`src/ikht_pkg.sv`:
```
// Shared types and constants for the inode key hash table.
// Holds the request/response payload structs, the record layout and the FNV-1a constants.
package ikht_pkg;

   // 64-bit FNV-1a offset basis and prime, the prime split into 32-bit halves.
   localparam logic [63:0] FNV_BASIS = 64'hCBF2_9CE4_8422_2325;
   localparam logic [31:0] PRIME_LO  = 32'h0000_01B3;
   localparam logic [31:0] PRIME_HI  = 32'h0000_0100;

   localparam logic [15:0] COUNT_MAX = 16'hFFFF;

   localparam logic STATUS_OK   = 1'b0;
   localparam logic STATUS_FULL = 1'b1;

   typedef struct packed {
      logic [31:0] device_id;
      logic [63:0] inode_number;
      logic [31:0] path_id;
   } req_type;

   typedef struct packed {
      logic [9:0]  record_index;
      logic        is_new;
      logic [15:0] prior_count;
      logic [31:0] first_path;
      logic        status;
   } rsp_type;

   typedef struct packed {
      logic [31:0] device;
      logic [63:0] inode;
      logic [31:0] first_path;
      logic [15:0] count;
   } record_type;

endpackage

```
`src/ikht_fnv_hash.sv`:
```
// Two-fold 64-bit FNV-1a hash built around one shared 32x32 multiplier.
// Depends on ikht_pkg for the FNV constants.
module ikht_fnv_hash (
   input  logic        clock,
   input  logic        reset,
   input  logic        start,
   input  logic [31:0] device_id,
   input  logic [63:0] inode_number,
   output logic        done,
   output logic [63:0] hash
);

   // Each fold multiplies by the prime modulo 2^64 as three partial products:
   // lo*P_lo, then hi*P_lo and lo*P_hi added into the upper word.
   // The inode input must hold steady while the unit is busy.
   logic        active_ff, active_in;
   logic        done_ff, done_in;
   logic [2:0]  step_ff, step_in;
   logic [63:0] op_ff, op_in;
   logic [63:0] acc_ff, acc_in;
   logic [63:0] prod_ff, prod_in;
   logic [1:0]  sub;
   logic        fold;
   logic [31:0] mul_a;
   logic [31:0] mul_b;

   assign sub  = step_ff[1:0];
   assign fold = step_ff[2];

   assign mul_a   = (sub == 2'd1) ? op_ff[63:32] : op_ff[31:0];
   assign mul_b   = (sub == 2'd2) ? ikht_pkg::PRIME_HI : ikht_pkg::PRIME_LO;
   assign prod_in = mul_a * mul_b;

   always_comb begin
      case (sub) inside
         2'd1: begin
            acc_in = prod_ff;
         end
         2'd2, 2'd3: begin
            acc_in = {acc_ff[63:32] + prod_ff[31:0], acc_ff[31:0]};
         end
         default: begin
            acc_in = acc_ff;
         end
      endcase
   end

   always_comb begin
      active_in = active_ff;
      done_in   = 1'b0;
      step_in   = step_ff;
      op_in     = op_ff;
      if (start) begin
         active_in = 1'b1;
         step_in   = '0;
         op_in     = ikht_pkg::FNV_BASIS ^ {32'd0, device_id};
      end else if (active_ff) begin
         step_in = step_ff + 3'd1;
         if (sub == 2'd3) begin
            if (!fold) begin
               op_in = acc_in ^ inode_number;
            end else begin
               active_in = 1'b0;
               done_in   = 1'b1;
            end
         end
      end
   end

   always_ff @(posedge clock) begin
      if (reset) begin
         active_ff <= 1'b0;
         done_ff   <= 1'b0;
      end else begin
         active_ff <= active_in;
         done_ff   <= done_in;
      end
   end

   always_ff @(posedge clock) begin
      step_ff <= step_in;
      op_ff   <= op_in;
      prod_ff <= prod_in;
      acc_ff  <= acc_in;
   end

   assign done = done_ff;
   assign hash = acc_ff;

endmodule
```
`config.mk`:
```
export PLATFORM = sky130hd
export DESIGN_NAME = ikht_fnv_hash
export DESIGN_NICKNAME = d
export VERILOG_FILES = /design/src/ikht_pkg.sv /design/src/ikht_fnv_hash.sv
export SDC_FILE = /design/constraint.sdc
export NUM_CORES = 1
export LEC_CHECK = 0
export ABC_AREA = 0
export BUFFER_PORTS_ARGS = -buffer_cell sky130_fd_sc_hd__buf_2
export CAP_MARGIN = 20
export CORE_MARGIN = 8
export CORE_UTILIZATION = 60
export CTS_CLUSTER_SIZE = 8
export DETAILED_ROUTE_END_ITERATION = 8
export GPL_TIMING_DRIVEN = 0
export PLACE_DENSITY = 0.78
export SYNTH_ARGS = -nofsm -noshare
export SYNTH_HDL_FRONTEND = slang
export SYNTH_SLANG_ARGS = --single-unit
```
`constraint.sdc`:
```
create_clock -name clock -period 8.9 [get_ports clock]
set_input_delay 2.67 -clock clock [delete_from_list [all_inputs] [get_ports clock]]
set_output_delay 2.67 -clock clock [all_outputs]
set_load 0.02 [all_outputs]
```
==> results.md <==
* Run status: complete, no violations
* Grt total ovfl at 0
* CP Data Required Time at 9200 ps
* Syn Nets at 1879
* Depth of the CTS H-tree at 4
* Most used cell, CP: inv_1
* Final setup TNS at 0 ps
* I/O pin count at 164
* Inserted Diodes at 0
* Cell area after synthesis at 0.0146 mm2
* Yosys warns at 0
* Kind of critical path: reg -> reg
* Hold Path Origin: op_ff[41]
* CTS Buf Count at 17
* Worst path arrival time at 7780 ps
* Max Cap Viol at 0
* Overall Global Routing Usage at 28.8%
* Post-Route WL at 42400 um
* Synth Flop Type: dfxtp_1
* Routability Congestion at 0.956
* TritonCTS clock tree: built
* Clock buffer depth at 2
* Final setup vio count at 0
* Vias in the first global route at 11721
* Pre-Repair DR Iteration Count at 5
* RSZ-0062 raised after global routing: false
* ANT nets after route at 0
* CTS resizes at 0
* Critical path launch point type: flop
* Root buf cell: clkbuf_16
* Drt drc at 0
* Final worst-path cycle share at 84.1%
* Syn_area_per_cell at 9.68 um2
* Post-synth EDFFs at 50
* Die Y-Extent at 172 um
* Seq/Total Area, Yosys at 27.2%
* Crit-path cells: ha_1 > clkbuf_1 > clkbuf_1 > buf_1 > mux2_2 > nor2b_1 > ha_1 > inv_1 > fa_1 > inv_1 > fa_1 > inv_1 > fa_1 > inv_1 > ha_1 > a21o_1 > a21o_1 > a21o_1 > a221oi_1 > o211a_1 > o31ai_1 > and2_1 > a211o_1 > o311ai_1
* Fillers at 1941
* FMAX at 134 MHz
* Avg WL per Cell at 20.9 um
* Slew Limit Fails at 0
* Setup bufs post-CTS at 0
* Vias at 11722
* HPWL Detailed at 35500 um
* Via density at 5.77
* Min Tclk post-route at 7480 ps
* Yosys cell types at 79
* Worst min-delay path category: reg -> reg
* Die X at 172 um
* Clk_lat worst skew at 440 ps
* Layout Skew at 7.13 ps
* Largest net degree at the start of global routing at 27
* Port bufs at 162
* Slowest CP cell: clkbuf_1
* Final Hold Vio Count at 0
* Layout cells sized above 1 at 17.1%
* Cells after Synth at 1513
* Area growth syn-to-layout at 12.8%
* Slew HR at 35.8%
* First-pass GRT wire length at 64100 um
* Crit path max fanout at 10
* Initial DRC count at 1153
* FFs w/ async S/R, synth at 0%
* Crit-path max cell delay at 670 ps
* CTS clk-pin slew, worst paths at 70 ps
* Total core area at 0.0242 mm2
* Initial Util at 60.6%
* Clock Sink Count at 174
* Slew @ Worst Pin at 964 ps
* Synthesized flop and latch total at 174
* Critical Path Start: step_ff[0]
* CP Capture Type: flop
* Die area at 0.0297 mm2
* Reg2reg start: step_ff[0]
* Floorplan row count at 57
* CTS Hold Bufs at 0
* Initial antenna violation count at 0
* Final layout net count at 2061
-- through the flow --
stage                     instances  util (%)  hold WS [ps]  setup WS (ps)  area (um2)
final                          2032      68.3           463           1420       16500
after global routing           2032      68.3           499           1110       16500
after CTS                      2032      68.3           464           1580       16500
after detailed placement       2000      65.7           449           1600       15900
after global placement         1999      65.6           446           1600       15900
after floorplan                1513         -           434           2910       14600
-- layer usage --
layer	share of wire, %	up-vias	track usage (%)
met4	2.2	0	8.77
met1	42	5710	38.4
met2	48	465	48.2
met5	0	-	0
li1	-	5476	-
met3	7.7	71	3.77
-- cell families after synthesis --
kind of cell    synth area share (%)
compound gates                  14.7
buf+inv                         8.01
fa+ha+maj                       28.8
simple gates                    8.88
flops                           27.2
xor+xnor                        6.76
mux                             5.65
-- critical path, delay by kind of cell (launching register included) --
kind / cells / cell delay [ps]
buf+inv: 7 / 1760
simple gates: 2 / 390
compound gates: 8 / 2030
mux: 1 / 460
flops: 1 / 400
fa+ha+maj: 6 / 2290
-- final cells by class --
| type | count | area, um2 | area share, % |
|---|---|---|---|
| multi-input combinational | 1035 | 9490 | 57.5 |
| sequential | 174 | 3980 | 24.1 |
| inverter | 260 | 976 | 5.91 |
| timing repair buffer | 163 | 838 | 5.08 |
| clock buffer | 17 | 425 | 2.58 |
| tap | 324 | 405 | 2.45 |
| buffer | 44 | 198 | 1.20 |
| clock inverter | 15 | 196 | 1.19 |
-- cells in the mapped netlist (all sizes together), types with 35 or more instances --
library cell | number | share of area (%)
a21o | 43 | 2.2
xnor2 | 74 | 4.4
dfxtp | 124 | 17
ha | 151 | 13
o21ai | 58 | 2.0
edfxtp | 50 | 10
clkbuf | 35 | 0.90
a21oi | 82 | 2.9
fa | 116 | 16
nor2 | 71 | 1.8
inv | 260 | 6.7
nand2 | 70 | 1.8
xor2 | 39 | 2.3
mux2 | 62 | 4.8
-- state kept, by name (all words and copies together), names as in the netlist --
| name | flops |
|---|---|
| prod_ff | 41 |
| active_ff | 1 |
| done | 1 |
| step_ff | 3 |
| op_ff | 64 |
| hash | 64 |
-- cells in the final DEF, fill, tap and decap left out, types with 17 or more instances in the layout --
cell type,instances
o21ai_0,53
nor2_1,71
clkbuf_16,17
nand2_1,69
clkbuf_1,35
xnor2_1,74
ha_1,151
a21oi_1,78
fa_1,116
xor2_1,39
nor2b_1,33
mux2_2,62
nand3_1,18
edfxtp_1,50
buf_2,163
inv_1,260
dfxtp_1,124
a22o_1,22
a21o_1,43
a211oi_1,18
-- path summary, 6_finish.rpt --
check / endpoint / cells past startpoint / slack (ps)
setup / recovery: prod_ff[39] / 24 / 1420
hold / removal: op_ff[41] / 2 / 460
setup reg to reg: prod_ff[39] / 24 / 1420
hold reg to reg: op_ff[41] / 2 / 460
Power is not shown: default switching activity piles up to over one toggle a cycle in this logic, so the estimate is an artifact.
