## src/ikht_ram.sv

```systemverilog
// Generic single-write, single-read RAM with a registered read port.
// No dependencies.
module ikht_ram #(
   parameter int WIDTH      = 8,
   parameter int DEPTH      = 16,
   parameter int ADDR_WIDTH = $clog2(DEPTH)
) (
   input  logic                  clock,
   input  logic                  wr_en,
   input  logic [ADDR_WIDTH-1:0] wr_addr,
   input  logic [WIDTH-1:0]      wr_data,
   input  logic                  rd_en,
   input  logic [ADDR_WIDTH-1:0] rd_addr,
   output logic [WIDTH-1:0]      rd_data
);

   logic [WIDTH-1:0] mem_ff [DEPTH];
   logic [WIDTH-1:0] rd_data_ff;

   always_ff @(posedge clock) begin
      if (wr_en) begin
         mem_ff[wr_addr] <= wr_data;
      end
      if (rd_en) begin
         rd_data_ff <= mem_ff[rd_addr];
      end
   end

   assign rd_data = rd_data_ff;

endmodule

```

## config.mk

```make
export PLATFORM = sky130hd
export DESIGN_NAME = ikht_ram
export DESIGN_NICKNAME = d
export VERILOG_FILES = /design/src/ikht_ram.sv
export SDC_FILE = /design/constraint.sdc
export NUM_CORES = 1
export LEC_CHECK = 0
export ABC_AREA = 1
export ABC_CLOCK_PERIOD_IN_PS = 2200
export BUFFER_PORTS_ARGS = -buffer_cell sky130_fd_sc_hd__clkbuf_2
export CORE_ASPECT_RATIO = 1.5
export CORE_UTILIZATION = 60
export CTS_CLUSTER_DIAMETER = 80
export CTS_CLUSTER_SIZE = 12
export DETAILED_ROUTE_END_ITERATION = 8
export PLACE_DENSITY_LB_ADDON = 0.3
export SLEW_MARGIN = 20
export SYNTH_ARGS = -nofsm -noshare
export SYNTH_HDL_FRONTEND = slang
export SYNTH_SLANG_ARGS = --single-unit
```

## constraint.sdc

```tcl
create_clock -name clock -period 2.2 [get_ports clock]
set_input_delay 0.33 -clock clock [delete_from_list [all_inputs] [get_ports clock]]
set_output_delay 0.33 -clock clock [all_outputs]
set_load 0.005 [all_outputs]
```

==> results of run 1 <==
cells in the mapped netlist (all sizes together):
cell type	number	area share, %
edfxtp	136	70
nor2	17	1.1
buf	24	2.8
nand2	173	11
nand3	97	8.3
nand3b	2	0.26
inv	102	6.5
sequential cells by signal, indices dropped and copies added, names as in the netlist:
name,count
mem_ff,128
rd_data,8
per-stage QoR:
| stage | cell area, µm² | instances | util (%) | setup slack, ns |
|---|---|---|---|---|
| after CTS | 6540 | 708 | 69.8 | 0.761 |
| after global routing | 6540 | 708 | 69.8 | 0.683 |
| final | 6540 | 708 | 69.8 | 0.736 |
| after detailed placement | 6050 | 677 | 64.7 | 0.336 |
| after global placement | 6050 | 677 | 64.7 | 0.384 |
| after floorplan | 5850 | 551 | - | 0.919 |
area by class of cell:
type	instances	area, µm²	share of cell area, %
flip-flops and latches	136	4080	62.5
clock inverters	6	27.5	0.421
well taps	112	140	2.14
clock buffers	25	455	6.97
repair buffers	38	233	3.56
inverters	102	383	5.86
multi-input cells	289	1210	18.6
cells by family after synthesis:
group	after synthesis
AND/OR/NAND/NOR	289
flip-flops	136
buffers and inverters	126
power breakdown:
| part | internal (mW) | switching (mW) | total, mW |
|---|---|---|---|
| Sequential | 2.92 | 0.0176 | 2.94 |
| Clock | 1.41 | 0.929 | 2.34 |
| Combinational | 0.0958 | 0.243 | 0.338 |
per-layer routing:
layer  vias up  global-route usage (%)  wire length, µm
met5         -                       0                0
met4         0                    15.6              549
met3        41                    5.90              838
met2       198                    45.1             6210
met1      1846                    34.0             4740
li1       1846                       -                -
worst reg2reg max path, cell delays in order (launching register included):
cell and delay (ns):
edfxtp_1 0.37, inv_1 0.08, nand2_1 0.05, nand3_1 0.10, nand3_1 0.10, nand3_1 0.16
nand2_1 0.08
final timing paths:
kind / from / to / slack [ns] / depth (start not counted)
worst max-delay path: rd_addr[0] / rd_data[0] / 0.74 / 8
worst min-delay path: rd_en / rd_data[4] / 0.33 / 1
worst max register to register: mem_ff[13][0] / rd_data[0] / 0.99 / 6
worst min register to register: mem_ff[13][5] / rd_data[5] / 0.77 / 6
==> reports/results.tsv, run 1 <==
metric	value	unit
ys_seq_area_share	69.8	%
hold_path.class	in2reg	
die_w	82.6	µm
vias	3931	
crit_path_frequent_cell	nand3_1	
leakage	2.84	nW
finClkSkew	0.00701	ns
grt_pass1_vias	3733	
drt_wl_total	12300	µm
routedWlPerCell	17.4	µm
post_cts_resized	0	
synth_warnings	0	
hold_viol	0	
setup_tns	0	ns
synth_xor_area_share	0	%
core	0.00936	mm²
critical_path.cell_chain	clkbuf_2, inv_2, buf_12, nand2_1, nand3_1, nand3_1, nand3_1, nand2_1	
synth.avg_cell_area	10.6	µm²
numCtsBuffers	17	
cp_slowest_stage_delay	0.37	ns
io_buffer_count	26	
drive_above_1_share	10.2	%
n_fill_cell	649	
pin_count	27	
cap_violations	0	
syn_to_final_growth	11.8	%
antenna_found_initial	0	
gp_congestion	0.834	
path_class	in2reg	
timing.final.crit_share	66.6	%
grt_max_degree	65	
syn-cell-area	0.00585	mm²
power.density	860	mW/mm²
cts_setup_buffers	0	
max_freq	0.683	GHz
ir_worst_vdd	680	µV
clock_latency	0.42	ns
row_count	43	
cts.hold.buffers_added	0	
synth_seq_cells	136	
worstPathArrival	1.62	ns
rsz0062_at_grt	no	
numClockSinks	136	
fin_crit	1.46	ns
critPathBufInv	3	
worstSetupEndpointType	register	
total_power	5.62	mW
crit_fanout	38	
slew_violations	0	
cts_root_buffer	clkbuf_16	
globalRouteTotalUtil	27.7	%
start_util	62.5	%
syn_inst	551	
gr-total-overflow	0	
crit_path_start_kind	input port	
drtAntennaViolNets	0	
yosys.area_share.simple	20.8	%
dieArea	0.0102	mm²
clk_pin_slew	0.05	ns
synthMuxAreaShare	0	%
drt-pass1-iter-count	5	
cp_top_family	buffers and inverters	
drt_iter0_drc	371	
die_h	123	µm
final_nets	603	
synth_nets	570	
synth_cell_types	11	
synth_compound_area_share	0	%
clk_path_buf_depth	2	
grt_pass1_wl	19400	µm
viasPerCell	5.55	
synth_fa_ha_area_share	0	%
whs	0.325	ns
worstPathRequired	2.35	ns
critPathSlowestCell	inv_2	
hpwl	7890	µm
synth_top_family_by_area	simple AND/OR/NAND/NOR gates	
final_common_cell	nand2_1	
drc	0	
maxSlewHeadroom	50.9	%
cts_htree_levels	4	
cts_tree	done	
worst_pin_slew	0.733	ns
antenna-diode-count	0	
setup_violations	0	
status	complete, no violations	
final_cell_mix	nand2_1 (173), edfxtp_1 (136), inv_1 (100)	
Note: power is estimated with default switching activity, not from simulation.
==> run 2, diff against run 1 <==
--- a/config.mk
+++ b/config.mk
@@ -6,7 +6,7 @@
 export NUM_CORES = 1
 export LEC_CHECK = 0
 export ABC_AREA = 1
-export ABC_CLOCK_PERIOD_IN_PS = 2200
+export ABC_CLOCK_PERIOD_IN_PS = 1460
 export BUFFER_PORTS_ARGS = -buffer_cell sky130_fd_sc_hd__clkbuf_2
 export CORE_ASPECT_RATIO = 1.5
 export CORE_UTILIZATION = 60
==> constraint.sdc (replaced) <==
create_clock -name clock -period 1.46 [get_ports clock]
set_input_delay 0.219 -clock clock [delete_from_list [all_inputs] [get_ports clock]]
set_output_delay 0.219 -clock clock [all_outputs]
set_load 0.005 [all_outputs]
==> reports/results.tsv, run 2 (same netlist as run 1, synthesis figures left out) <==
metric	value	unit
top_register	mem_ff	
hold_path.class	in2reg	
syn_to_final_growth	15.3	%
worstPathArrival	1.44	ns
clock_latency	0.42	ns
status	complete, no violations	
cp_top_family	simple AND/OR/NAND/NOR gates	
reg2regPathDepth	6	
cts_tree	done	
finClkSkew	0.00435	ns
largest_reg_flops	128	
start_util	62.5	%
post_cts_resized	0	
crit_path_frequent_cell	nand3_1	
crit_fanout	1	
place_area	0.00617	mm²
final_area	0.00674	mm²
worstPathRequired	1.63	ns
core	0.00936	mm²
numCtsBuffers	17	
cp.depth	6	
crit_path_start_kind	register	
min_path_cells	1	
grt_pass1_vias	3830	
fin_crit	1.28	ns
slew_violations	0	
leakage	2.95	nW
cts_htree_levels	4	
gr-total-overflow	0	
antenna-diode-count	0	
worstSetupStartpoint	mem_ff[0][2]	
io_buffer_count	26	
critical_path.cell_chain	inv_1, nand2_1, nand3_1, nand3_1, nand3_1, nand2_1	
total_power	9.06	mW
path_class	reg2reg	
drc	0	
cts_root_buffer	clkbuf_16	
grt_max_degree	47	
clk_path_buf_depth	2	
setup_tns	0	ns
worst_pin_slew	0.578	ns
drt_wl_total	12600	µm
max_freq	0.783	GHz
final_common_cell	nand2_1	
drt_iter0_drc	410	
reg2reg_from	mem_ff[0][2]	
power.density	1340	mW/mm²
hold_viol	0	
row_count	43	
critPathSlowestCell	edfxtp_1	
ir_worst_vdd	1080	µV
drive_above_1_share	12.8	%
maxSlewHeadroom	61.4	%
pin_count	27	
dieArea	0.0102	mm²
routedWlPerCell	17.5	µm
regToRegSetupSlack	0.18	ns
rsz0062_at_grt	no	
die_h	123	µm
cap_violations	0	
hpwl	7970	µm
drt-pass1-iter-count	8	
final_util	72.0	%
setup_violations	0	
final_cell_mix	nand2_1 (173), edfxtp_1 (136), inv_1 (100)	
gp_congestion	0.880	
antenna_found_initial	0	
numClockSinks	136	
r2r-end	rd_data[2]	
clk_pin_slew	0.05	ns
cp_slowest_stage_delay	0.39	ns
critPathBufInv	1	
whs	0.212	ns
grt_pass1_wl	19700	µm
drtAntennaViolNets	0	
viasPerCell	5.55	
final_nets	617	
globalRouteTotalUtil	28.1	%
timing.final.crit_share	87.5	%
cts_setup_buffers	0	
die_w	82.6	µm
cts.hold.buffers_added	0	
endpoint	rd_data[2]	
worstSetupEndpointType	register	
vias	4013	
run 2: cell count changes in the layout (fill, tap and decap cells not counted), sizes merged:
cell      delta
clkinv       +3
bufinv       +3
clkinvlp     +1
buf         +14
clkbuf       -6
run 2: power breakdown:
group	internal [mW]	total (mW)	leakage (nW)	switching [mW]
combinational	0.164	0.542	1.44	0.378
sequential	4.40	4.43	1.24	0.0236
clock	2.63	4.09	0.276	1.46
run 2: final cells by class:
| class | instances | area [µm²] |
|---|---|---|
| sequential | 136 | 4080 |
| fill | 653 | 2620 |
| multi-input combinational | 289 | 1210 |
| clock buffer | 19 | 433 |
| inverter | 102 | 383 |
| timing repair buffer | 52 | 350 |
| tap | 112 | 140 |
| clock inverter | 13 | 135 |
run 2: per-stage QoR:
step | setup slack, ns | std cells
global placement | 0.0312 | 691
global route | 0.198 | 723
finish | 0.183 | 723
floorplan | 0.290 | 551
detailed placement | -0.0299 | 691
CTS | 0.212 | 723
run 2: worst min path at each step:
| stage | slack (ns) | startpoint | end |
|---|---|---|---|
| final | 0.21 | rd_en | rd_data[2] |
| after global routing | 0.21 | rd_en | rd_data[2] |
| after CTS | 0.20 | rd_en | rd_data[1] |
| after detailed placement | 0.63 | rd_data[2] | rd_data[2] |
| after global placement | 0.61 | rd_en | rd_data[1] |
| after floorplan | 0.32 | wr_data[0] | mem_ff[0][0] |
run 2: per-layer routing:
layer	global-route usage, %	up-vias	part of all wire [%]
li1	-	1879	-
met1	34.6	1880	38
met2	45.7	208	50
met3	6.57	46	6.8
met4	15.0	0	4.7
met5	0	-	0
